## config.mk

```make
export PLATFORM = sky130hd
export DESIGN_NAME = bfd_ctrl
export DESIGN_NICKNAME = d
export VERILOG_FILES = /design/src/hw/rtl/bfd_pkg.sv /design/src/hw/rtl/bfd_ctrl.sv
export SDC_FILE = /design/constraint.sdc
export NUM_CORES = 1
export LEC_CHECK = 0
export BUFFER_PORTS_ARGS = -buffer_cell sky130_fd_sc_hd__buf_2
export CAP_MARGIN = 10
export CELL_PAD_IN_SITES_DETAIL_PLACEMENT = 0
export CELL_PAD_IN_SITES_GLOBAL_PLACEMENT = 1
export CORE_AREA = 8 8 50 52
export DETAILED_ROUTE_END_ITERATION = 6
export DIE_AREA = 0 0 58 60
export GPL_TIMING_DRIVEN = 0
export PLACE_DENSITY_LB_ADDON = 0.1
export SLEW_MARGIN = 5
export SYNTH_ARGS = -nofsm -noshare
export SYNTH_HDL_FRONTEND = slang
export SYNTH_SLANG_ARGS = --single-unit
```

## constraint.sdc

```tcl
create_clock -name clk -period 4.4 [get_ports clk]
set_input_delay 0.44 -clock clk [delete_from_list [all_inputs] [get_ports clk]]
set_output_delay 0.44 -clock clk [all_outputs]
set_load 0.01 [all_outputs]
```

## src/hw/rtl/bfd_pkg.sv

```systemverilog
// ----------------------------------------------------------------------------
// bfd_pkg: shared types and constants for the bounded drop-policy FIFO
// Opcodes, status codes, register indexes, stream field widths and the
// command and status groups between the controller and the datapath.
// ----------------------------------------------------------------------------
package bfd_pkg;

	localparam int DEPTH_DEF        = 1024;
	localparam int HANDLE_WIDTH_DEF = 32;
	localparam int MAX_BATCH_DEF    = 16;

	localparam int OP_W     = 3;
	localparam int HDL_W    = HANDLE_WIDTH_DEF;
	localparam int LIMIT_W  = 5;
	localparam int STAT_W   = 3;
	localparam int OCC_W    = 11;
	localparam int TOT_W    = 32;
	localparam int CAP_W    = 11;
	localparam int CFG_IX_W = 1;
	localparam int CFG_D_W  = 11;

	localparam int S_FIELDS_W = OP_W + HDL_W + LIMIT_W;
	localparam int S_DATA_W   = ((S_FIELDS_W + 7) / 8) * 8;
	localparam int M_FIELDS_W = STAT_W + 1 + HDL_W + OCC_W + 3 * TOT_W + OCC_W;
	localparam int M_DATA_W   = ((M_FIELDS_W + 7) / 8) * 8;

	localparam logic [CAP_W-1:0] CAP_RESET = CAP_W'(1024);

	typedef enum logic [OP_W-1:0] {
		OP_ENQ      = 3'd0,
		OP_DEQ_ONE  = 3'd1,
		OP_DEQ_BAT  = 3'd2,
		OP_CLEAR    = 3'd3,
		OP_STOP     = 3'd4,
		OP_RST_STAT = 3'd5
	} op_t;

	typedef enum logic [STAT_W-1:0] {
		ST_OK      = 3'd0,
		ST_EVICTED = 3'd1,
		ST_REJECT  = 3'd2,
		ST_STOPPED = 3'd3,
		ST_EMPTY   = 3'd4
	} status_t;

	typedef enum logic [CFG_IX_W-1:0] {
		REG_CAPACITY = 1'd0,
		REG_POLICY   = 1'd1
	} reg_ix_t;

	typedef struct packed {
		logic load;
		logic exec;
		logic pop;
		logic emit;
		logic last;
	} bfd_cmd_t;

	typedef struct packed {
		logic single;
		logic out_free;
	} bfd_stat_t;

endpackage

```

## src/hw/rtl/bfd_ctrl.sv

```systemverilog
// ----------------------------------------------------------------------------
// bfd_ctrl: operation sequencer
// Takes one command at a time, runs single-result operations in one step and
// walks a dequeue run one entry per cycle while the result register drains.
// ----------------------------------------------------------------------------
module bfd_ctrl
	import bfd_pkg::*;
#(
	parameter int MAX_BATCH = MAX_BATCH_DEF,
	localparam int BW = $clog2(MAX_BATCH + 1)
) (
	input  logic           clk,
	input  logic           arst_n,
	input  logic           s_tvalid,
	output logic           s_tready,
	input  bfd_stat_t      stat,
	input  logic [BW-1:0]  batch_n,
	output bfd_cmd_t       cmd
);

	typedef enum logic [2:0] {
		S_IDLE  = 3'b001,
		S_EXEC  = 3'b010,
		S_DRAIN = 3'b100
	} state_t;

	state_t        state_q, state_nx;
	logic [BW-1:0] rem_q, rem_nx;

	assign s_tready = (state_q == S_IDLE);

	always_comb begin
		state_nx = state_q;
		rem_nx   = rem_q;
		cmd      = '0;
		case (state_q)
			S_IDLE: begin
				if (s_tvalid) begin
					cmd.load = 1'b1;
					state_nx = S_EXEC;
				end
			end
			S_EXEC: begin
				if (stat.single) begin
					if (stat.out_free) begin
						cmd.exec = 1'b1;
						state_nx = S_IDLE;
					end
				end else begin
					cmd.pop  = 1'b1;
					rem_nx   = batch_n - BW'(1);
					state_nx = S_DRAIN;
				end
			end
			S_DRAIN: begin
				if (stat.out_free) begin
					cmd.emit = 1'b1;
					cmd.last = (rem_q == '0);
					if (rem_q != '0) begin
						cmd.pop = 1'b1;
						rem_nx  = rem_q - BW'(1);
					end else begin
						state_nx = S_IDLE;
					end
				end
			end
			default: begin
				state_nx = S_IDLE;
			end
		endcase
	end

	always_ff @(posedge clk or negedge arst_n) begin
		if (!arst_n) begin
			state_q <= S_IDLE;
			rem_q   <= '0;
		end else begin
			state_q <= state_nx;
			rem_q   <= rem_nx;
		end
	end

endmodule

```

==> impl_metrics.prom, run 1 <==
# TYPE chip_impl_metric gauge
chip_impl_metric{name="grt_max_degree",unit=""} 11
chip_impl_metric{name="detailroute.via_count",unit=""} 611
chip_impl_metric{name="finalWorstSetupSlack",unit="ps"} 1960
chip_impl_metric{name="power_switching_share",unit="%"} 40.2
chip_impl_metric{name="pre_cts_setup_slack",unit="ps"} 1940
chip_impl_metric{name="grt_pass1_vias",unit=""} 609
chip_impl_metric{name="die_width",unit="um"} 58
chip_impl_metric{name="max_slew.worst_pin.slew",unit="ps"} 393
chip_impl_metric{name="critPathArrivalTime",unit="ps"} 2570
chip_impl_metric{name="cts-buffers-inserted",unit=""} 3
chip_impl_metric{name="port_buffers",unit=""} 15
chip_impl_info{name="crit_path_start",value="state_q[1]"} 1
chip_impl_metric{name="number_of_inserted_filler_cells_in_the_final_layout",unit=""} 194
chip_impl_metric{name="cts_hold_buf",unit=""} 0
chip_impl_metric{name="max_slew_margin",unit="%"} 73.8
chip_impl_metric{name="post-route-util",unit="%"} 43.3
chip_impl_metric{name="netlist-cell-type-count",unit=""} 37
chip_impl_metric{name="synthesis.yosys.warnings",unit=""} 0
chip_impl_metric{name="synth-edff-count",unit=""} 0
chip_impl_metric{name="mappedNetlistArea",unit="sq um"} 656
chip_impl_metric{name="static-leakage-power",unit="uW"} 0.000338
chip_impl_metric{name="cp.required",unit="ps"} 4530
chip_impl_info{name="busiest_layer_in_global_routing",value="met2"} 1
chip_impl_metric{name="report.final.hold_viol_count",unit=""} 0
chip_impl_metric{name="reg2regPathDepth",unit=""} 8
chip_impl_metric{name="drt_wl_total",unit="um"} 1600
chip_impl_metric{name="antenna_found_initial",unit=""} 0
chip_impl_metric{name="grt_first_pass_wirelength",unit="um"} 2730
chip_impl_metric{name="post-synth-top-area-fraction",unit="%"} 26.7
chip_impl_metric{name="clock_insertion_delay_worst_skew",unit="ps"} 260
chip_impl_info{name="synth.area.top_cells",value="sky130_fd_sc_hd__dfrtp_1 (27%), sky130_fd_sc_hd__mux2i_1 (7.6%), sky130_fd_sc_hd__nor3b_1 (5.7%)"} 1
chip_impl_metric{name="syn_avg_cell_area",unit="sq um"} 9.11
chip_impl_info{name="outcome",value="finished clean"} 1
chip_impl_metric{name="antennaDiodeCount",unit=""} 0
chip_impl_metric{name="path_max_fanout",unit=""} 10
chip_impl_metric{name="numClockSinks",unit=""} 8
chip_impl_metric{name="portion_of_total_power_attributed_to_combinational_logic",unit="%"} 41.5
chip_impl_info{name="synth_top_cell_by_area",value="sky130_fd_sc_hd__dfrtp_1"} 1
chip_impl_info{name="timing.hold.worst.class",value="in2async"} 1
chip_impl_metric{name="post_route_clock_period_utilization",unit="%"} 55.4
chip_impl_metric{name="route.antenna.remaining_nets",unit=""} 0
chip_impl_info{name="worstReg2RegEnd",value="rem_q[4]"} 1
chip_impl_metric{name="die-area",unit="sq um"} 3480
chip_impl_metric{name="h-tree-depth",unit=""} 1
chip_impl_metric{name="pwr_density_cell",unit="nW/um^2"} 474
chip_impl_metric{name="layout-area-overhead-vs-synth",unit="%"} 18.9
chip_impl_metric{name="met3_usage",unit="%"} 3.44
chip_impl_metric{name="p_int",unit="uW"} 221
chip_impl_metric{name="grt_remaining_overflow",unit=""} 0
chip_impl_info{name="setup.worst_path.start_class",value="flip-flop"} 1
chip_impl_metric{name="cts-resized-gates",unit=""} 0
chip_impl_info{name="end_of_the_critical_path",value="rem_q[4]"} 1
chip_impl_metric{name="rrSetupSlack",unit="ps"} 1960
chip_impl_metric{name="floorplan_row_count",unit=""} 16
chip_impl_info{name="worstSetupPathType",value="reg2reg"} 1
chip_impl_metric{name="yosysSeqAreaShare",unit="%"} 30.7
chip_impl_info{name="cts_tree",value="built"} 1
chip_impl_metric{name="seq_power_share",unit="%"} 42.3
chip_impl_metric{name="post_synth_inst_count",unit=""} 72
chip_impl_metric{name="design.core.area",unit="sq um"} 1800
chip_impl_metric{name="finalSetupViolations",unit=""} 0
chip_impl_metric{name="final.setup.tns",unit="ps"} 0
chip_impl_metric{name="routability_driven_placement_congestion_ratio",unit=""} 0.714
chip_impl_metric{name="grt.met1_usage",unit="%"} 11.8
chip_impl_metric{name="layout-drive-gt1-share",unit="%"} 28.6
chip_impl_metric{name="share_clk_of_total_power",unit="%"} 16.2
chip_impl_metric{name="global_route.usage.met2",unit="%"} 17.0
chip_impl_metric{name="place_hpwl",unit="um"} 1260
chip_impl_metric{name="post_synth_net_total",unit=""} 83
chip_impl_metric{name="gr-usage-all-layers",unit="%"} 10.1
chip_impl_info{name="timing.critical_path.to_type",value="flip-flop"} 1
chip_impl_metric{name="slew_viol_final",unit=""} 0
chip_impl_metric{name="ios",unit=""} 16
chip_impl_metric{name="p_sw",unit="uW"} 148
chip_impl_metric{name="drtIter0Drc",unit=""} 22
chip_impl_metric{name="hold_ws",unit="ps"} 12.5
chip_impl_metric{name="clk_pin_slew",unit="ps"} 60
chip_impl_metric{name="max_cap_viol_count",unit=""} 0
chip_impl_metric{name="floorplan.die.height",unit="um"} 60
chip_impl_metric{name="max_clock_freq",unit="GHz"} 0.410
chip_impl_metric{name="wire_per_inst",unit="um"} 14.7
chip_impl_info{name="grt_setup_unrepaired",value="false"} 1
chip_impl_metric{name="peak_supply_drop",unit="mV"} 0.256
chip_impl_metric{name="floorplan.initialDensity",unit="%"} 36.4
chip_impl_metric{name="fin_skew",unit="ps"} 9.41
chip_impl_metric{name="drt_pre_antenna_iters",unit=""} 2
chip_impl_metric{name="routed_via_density",unit=""} 5.61
chip_impl_info{name="dominantRegCellSynth",value="sky130_fd_sc_hd__dfrtp_1"} 1
chip_impl_info{name="clockRootBuffer",value="sky130_fd_sc_hd__clkbuf_4"} 1
chip_impl_info{name="r2r_start",value="state_q[1]"} 1
chip_impl_metric{name="postCtsSetupBuffers",unit=""} 0
chip_impl_metric{name="post-route-drc-count",unit=""} 0
chip_impl_metric{name="period_needed",unit="ps"} 2440
chip_impl_metric{name="synth-seq-cells",unit=""} 8
chip_impl_metric{name="synth-async-reset-ratio",unit="%"} 100
chip_impl_metric{name="nNetsFinal",unit=""} 103
chip_impl_metric{name="ctsLongestPathBuffers",unit=""} 2
## layout by cell type, fill, tap and decap left out
cell and n:
sky130_fd_sc_hd__nor3b_1 5, sky130_fd_sc_hd__xor2_1 1, sky130_fd_sc_hd__nor2b_1 1, sky130_fd_sc_hd__or2_2 1
sky130_fd_sc_hd__a31oi_1 1, sky130_fd_sc_hd__a21oi_1 5, sky130_fd_sc_hd__o211ai_4 1, sky130_fd_sc_hd__and2_1 3
sky130_fd_sc_hd__o22ai_1 1, sky130_fd_sc_hd__or2b_1 1, sky130_fd_sc_hd__nor3_1 3, sky130_fd_sc_hd__ha_1 1
sky130_fd_sc_hd__or4_4 1, sky130_fd_sc_hd__nor4_1 1, sky130_fd_sc_hd__o32ai_1 1, sky130_fd_sc_hd__mux2i_1 5
sky130_fd_sc_hd__dfrtp_1 7, sky130_fd_sc_hd__o31a_1 1, sky130_fd_sc_hd__a2bb2oi_1 2, sky130_fd_sc_hd__nand3_1 1
sky130_fd_sc_hd__clkbuf_4 3, sky130_fd_sc_hd__o31ai_1 1, sky130_fd_sc_hd__inv_1 2, sky130_fd_sc_hd__buf_2 16
sky130_fd_sc_hd__a311o_1 1, sky130_fd_sc_hd__o21ai_0 2, sky130_fd_sc_hd__and2b_1 1, sky130_fd_sc_hd__clkbuf_1 2
sky130_fd_sc_hd__mux2_4 1, sky130_fd_sc_hd__mux2_2 1, sky130_fd_sc_hd__nand4b_1 1, sky130_fd_sc_hd__or4bb_1 1
sky130_fd_sc_hd__nand2_4 1, sky130_fd_sc_hd__nand2_1 4, sky130_fd_sc_hd__nor2_1 5, sky130_fd_sc_hd__dfstp_2 1
sky130_fd_sc_hd__nand3b_1 1, sky130_fd_sc_hd__nand2b_1 4
## power by group through the flow
stage	clock network, uW	registers [uW]	logic (uW)
global route	67.4	162	173
detailed placement	0	155	155
global placement	0	156	155
CTS	63.0	154	156
floorplan	0	141	117
finish	60.0	156	153
## sequential cells by signal, summed over array words and instances, names as in the netlist
register,cells
rem_q,5
state_q,3
## worst min-delay path by stage
stage,endpoint,slack (ps),depth (start not counted),start
6_report,rem_q[4],10,1,arst_n
5_1_grt,rem_q[3],10,1,arst_n
4_1_cts,rem_q[4],6,1,arst_n
3_5_place_dp,rem_q[4],290,1,arst_n
3_3_place_gp,state_q[1],290,1,arst_n
2_1_floorplan,rem_q[0],140,0,arst_n
## stage by stage
stage	std cells	total power, uW	area [sq um]
2_1_floorplan	72	258	656
3_3_place_gp	105	311	753
3_5_place_dp	105	310	753
4_1_cts	109	373	779
5_1_grt	109	402	779
6_report	109	369	779
## cells by family after synthesis
logic type	share of synthesized area (%)
adders and majority gates	1.91
buffers and inverters	2.48
AOI/OAI and AO/OA	18.5
xor gates and xnor gates	1.34
muxes	11.6
DFF	30.7
and+or+nand+nor	33.4
## layout make-up
cell class | count | area [sq um] | share of cell area, %
multi-input combinational | 60 | 438 | 56.2
sequential | 8 | 201 | 25.8
timing repair buffer | 15 | 75.1 | 9.63
clock buffer | 4 | 26.3 | 3.37
tap | 18 | 22.5 | 2.89
buffer | 2 | 8.76 | 1.12
inverter | 2 | 7.51 | 0.963
## cell usage after synthesis, drive strengths merged (2+ instances only)
cell	number
and2	3
mux2i	5
a2bb2oi	2
nand2	5
nor3b	5
nand2b	4
inv	2
mux2	2
nor3	3
dfrtp	7
a21oi	5
o21ai	2
nor2	5
## critical path: stages (launching register included)
cell and delay (ps):
sky130_fd_sc_hd__dfrtp_1 430, sky130_fd_sc_hd__nor3b_1 200, sky130_fd_sc_hd__buf_2 280, sky130_fd_sc_hd__mux2i_1 280
sky130_fd_sc_hd__ha_1 340, sky130_fd_sc_hd__or4bb_1 430, sky130_fd_sc_hd__mux2i_1 160, sky130_fd_sc_hd__a21oi_1 60
sky130_fd_sc_hd__a2bb2oi_1 130
## layer usage
metal  vias up  wire length, um
met5         -                0
met4         0                0
met3         0               65
met2        13              793
met1       289              738
li1        309                -
(Power assumes the default switching activity.)
==> run 2, diff against run 1 <==
CORE_AREA = 8 8 51 53   (was 8 8 50 52)
DIE_AREA = 0 0 59 61   (was 0 0 58 60)
clock period = 2.39 ns   (was 4.4 ns; I/O delays follow)
==> impl_metrics.prom, run 2 (same netlist as run 1, synthesis figures left out) <==
# TYPE chip_impl_metric gauge
chip_impl_metric{name="grt_remaining_overflow",unit=""} 0
chip_impl_metric{name="post-route-util",unit="%"} 44.8
chip_impl_metric{name="cp.required",unit="ps"} 2520
chip_impl_metric{name="max_cap_viol_count",unit=""} 0
chip_impl_metric{name="grt_pass1_vias",unit=""} 606
chip_impl_metric{name="pwr_density_cell",unit="nW/um^2"} 824
chip_impl_info{name="layout_top_registers",value="rem_q x5, state_q x3"} 1
chip_impl_metric{name="report.power.total",unit="uW"} 680
chip_impl_metric{name="slew_viol_final",unit=""} 0
chip_impl_metric{name="p_int",unit="uW"} 413
chip_impl_metric{name="share_clk_of_total_power",unit="%"} 15.9
chip_impl_metric{name="routability_driven_placement_congestion_ratio",unit=""} 0.714
chip_impl_info{name="grt_setup_unrepaired",value="false"} 1
chip_impl_metric{name="cpPeakStageDelay",unit="ps"} 430
chip_impl_metric{name="static-leakage-power",unit="uW"} 0.000353
chip_impl_metric{name="period_needed",unit="ps"} 2240
chip_impl_metric{name="report.final.hold_viol_count",unit=""} 0
chip_impl_info{name="register_with_the_most_flip_flops",value="rem_q"} 1
chip_impl_metric{name="finalSetupViolations",unit=""} 0
chip_impl_metric{name="max_clock_freq",unit="GHz"} 0.446
chip_impl_metric{name="power_switching_share",unit="%"} 39.2
chip_impl_metric{name="layout-area-overhead-vs-synth",unit="%"} 25.8
chip_impl_metric{name="portion_of_total_power_attributed_to_combinational_logic",unit="%"} 42.4
chip_impl_info{name="critPathSlowestCell",value="sky130_fd_sc_hd__dfrtp_1"} 1
chip_impl_metric{name="floorplan_row_count",unit=""} 16
chip_impl_metric{name="drt_wl_total",unit="um"} 1550
chip_impl_info{name="outcome",value="finished clean"} 1
chip_impl_info{name="timing.critical_path.to_type",value="flip-flop"} 1
chip_impl_metric{name="fin_skew",unit="ps"} 7.24
chip_impl_info{name="setup.worst_path.start_class",value="flip-flop"} 1
chip_impl_metric{name="antenna_found_initial",unit=""} 0
chip_impl_metric{name="ios",unit=""} 16
chip_impl_metric{name="place_hpwl",unit="um"} 1240
chip_impl_metric{name="detailroute.via_count",unit=""} 606
chip_impl_info{name="final_common_cell",value="sky130_fd_sc_hd__buf_2"} 1
chip_impl_metric{name="max_slew_margin",unit="%"} 75.0
chip_impl_metric{name="drtIter0Drc",unit=""} 9
chip_impl_metric{name="grt_first_pass_wirelength",unit="um"} 2510
chip_impl_metric{name="p_sw",unit="uW"} 267
chip_impl_metric{name="post_route_clock_period_utilization",unit="%"} 93.8
chip_impl_info{name="timing.hold.worst.class",value="in2reg"} 1
chip_impl_metric{name="nNetsFinal",unit=""} 106
chip_impl_metric{name="cts-buffers-inserted",unit=""} 3
chip_impl_info{name="crit_chain",value="nor3b_1 -> buf_4 -> mux2i_2 -> ha_2 -> or4bb_1 -> mux2i_1 -> a21oi_1 -> a2bb2oi_1"} 1
chip_impl_metric{name="layout-drive-gt1-share",unit="%"} 31.9
chip_impl_metric{name="seq_power_share",unit="%"} 41.8
chip_impl_metric{name="floorplan.initialDensity",unit="%"} 35.6
chip_impl_metric{name="antennaDiodeCount",unit=""} 0
chip_impl_metric{name="floorplan.die.height",unit="um"} 61
chip_impl_metric{name="die_width",unit="um"} 59
chip_impl_metric{name="largest_reg_flops",unit=""} 5
chip_impl_metric{name="hold_ws",unit="ps"} 256
chip_impl_metric{name="die-area",unit="sq um"} 3600
chip_impl_info{name="cts_tree",value="built"} 1
chip_impl_metric{name="critPathArrivalTime",unit="ps"} 2370
chip_impl_metric{name="clk_pin_slew",unit="ps"} 60
chip_impl_metric{name="path_max_fanout",unit=""} 10
chip_impl_metric{name="h-tree-depth",unit=""} 1
chip_impl_metric{name="route.antenna.remaining_nets",unit=""} 0
chip_impl_info{name="most-common-layout-cells",value="sky130_fd_sc_hd__buf_2 (15), sky130_fd_sc_hd__dfrtp_1 (7), sky130_fd_sc_hd__nor3b_1 (5), sky130_fd_sc_hd__nor2_1 (5), sky130_fd_sc_hd__a21oi_1 (5)"} 1
chip_impl_metric{name="ctsLongestPathBuffers",unit=""} 2
chip_impl_metric{name="clock_insertion_delay_worst_skew",unit="ps"} 250
chip_impl_metric{name="max_slew.worst_pin.slew",unit="ps"} 375
chip_impl_metric{name="grt_max_degree",unit=""} 11
chip_impl_metric{name="wire_per_inst",unit="um"} 12.8
chip_impl_metric{name="numClockSinks",unit=""} 8
chip_impl_metric{name="post-route-drc-count",unit=""} 0
chip_impl_info{name="clockRootBuffer",value="sky130_fd_sc_hd__clkbuf_4"} 1
chip_impl_info{name="worstSetupPathType",value="reg2reg"} 1
chip_impl_metric{name="design.core.area",unit="sq um"} 1840
chip_impl_metric{name="port_buffers",unit=""} 15
chip_impl_metric{name="routed_via_density",unit=""} 5.01
chip_impl_metric{name="gr-usage-all-layers",unit="%"} 9.13
chip_impl_metric{name="drt_pre_antenna_iters",unit=""} 4
chip_impl_metric{name="peak_supply_drop",unit="mV"} 0.507
[run 2: changes by cell type in the layout (fill, tap and decap cells not counted), sizes merged]
cell,delta
buf,+2
dlygate4sd3,+1
[run 2: path summary, 6_finish.rpt]
check	from	endpoint	slack, ps	cells past startpoint
max in group asynchronous	arst_n	state_q[0]	1790	2
worst max register to register	state_q[1]	rem_q[4]	150	8
worst max-delay path	state_q[1]	rem_q[4]	150	8
min in group asynchronous	arst_n	rem_q[3]	350	2
worst min register to register	state_q[2]	state_q[1]	520	1
worst min-delay path	s_tvalid	state_q[0]	260	3
[run 2: power by group through the flow]
stage	Clock [uW]	Combinational, uW	Sequential, uW
after global routing	124	319	296
after global placement	0	284	288
after detailed placement	0	284	285
final	108	288	284
after floorplan	0	215	260
after CTS	115	287	284
[run 2: worst max-delay path, delay by kind of cell, from the launching register on]
| kind | cells | cell delay (ps) |
|---|---|---|
| DFF | 1 | 430 |
| and+or+nand+nor | 2 | 610 |
| buffers and inverters | 1 | 220 |
| AOI/OAI and AO/OA | 2 | 190 |
| muxes | 2 | 420 |
| adders and majority gates | 1 | 260 |
[run 2: layout make-up]
class,count,area (sq um)
Multi-Input combinational cell,60,444
Buffer,2,11.3
Sequential cell,8,201
Tap cell,27,33.8
Fill cell,200,1020
Inverter,2,7.51
Clock buffer,4,26.3
Timing Repair Buffer,18,100
[run 2: stage by stage]
stage | cells | worst slack (ps) | area (sq um) | TNS [ps]
2_1_floorplan | 72 | 277 | 656 | 0
3_3_place_gp | 114 | -55.9 | 764 | -66.5
4_1_cts | 119 | 30.1 | 803 | 0
5_1_grt | 121 | 10.6 | 825 | 0
3_5_place_dp | 114 | -25.4 | 764 | -25.4
6_report | 121 | 148 | 825 | 0
[run 2: timing repair]
item	CTS	global route
pin swaps	0	1
setup endpoints to repair	1	2
gates resized for setup	1	3
buffers inserted	0	2
hold endpoints to repair	7	0
hold buffers	1	0
[run 2: per-layer routing]
metal	vias up	track usage [%]	part of all wire, %
met1	284	10.1	44
li1	310	-	-
met2	12	15.9	50
met3	0	3.81	6.1
met5	-	0	0
met4	0	2.05	0
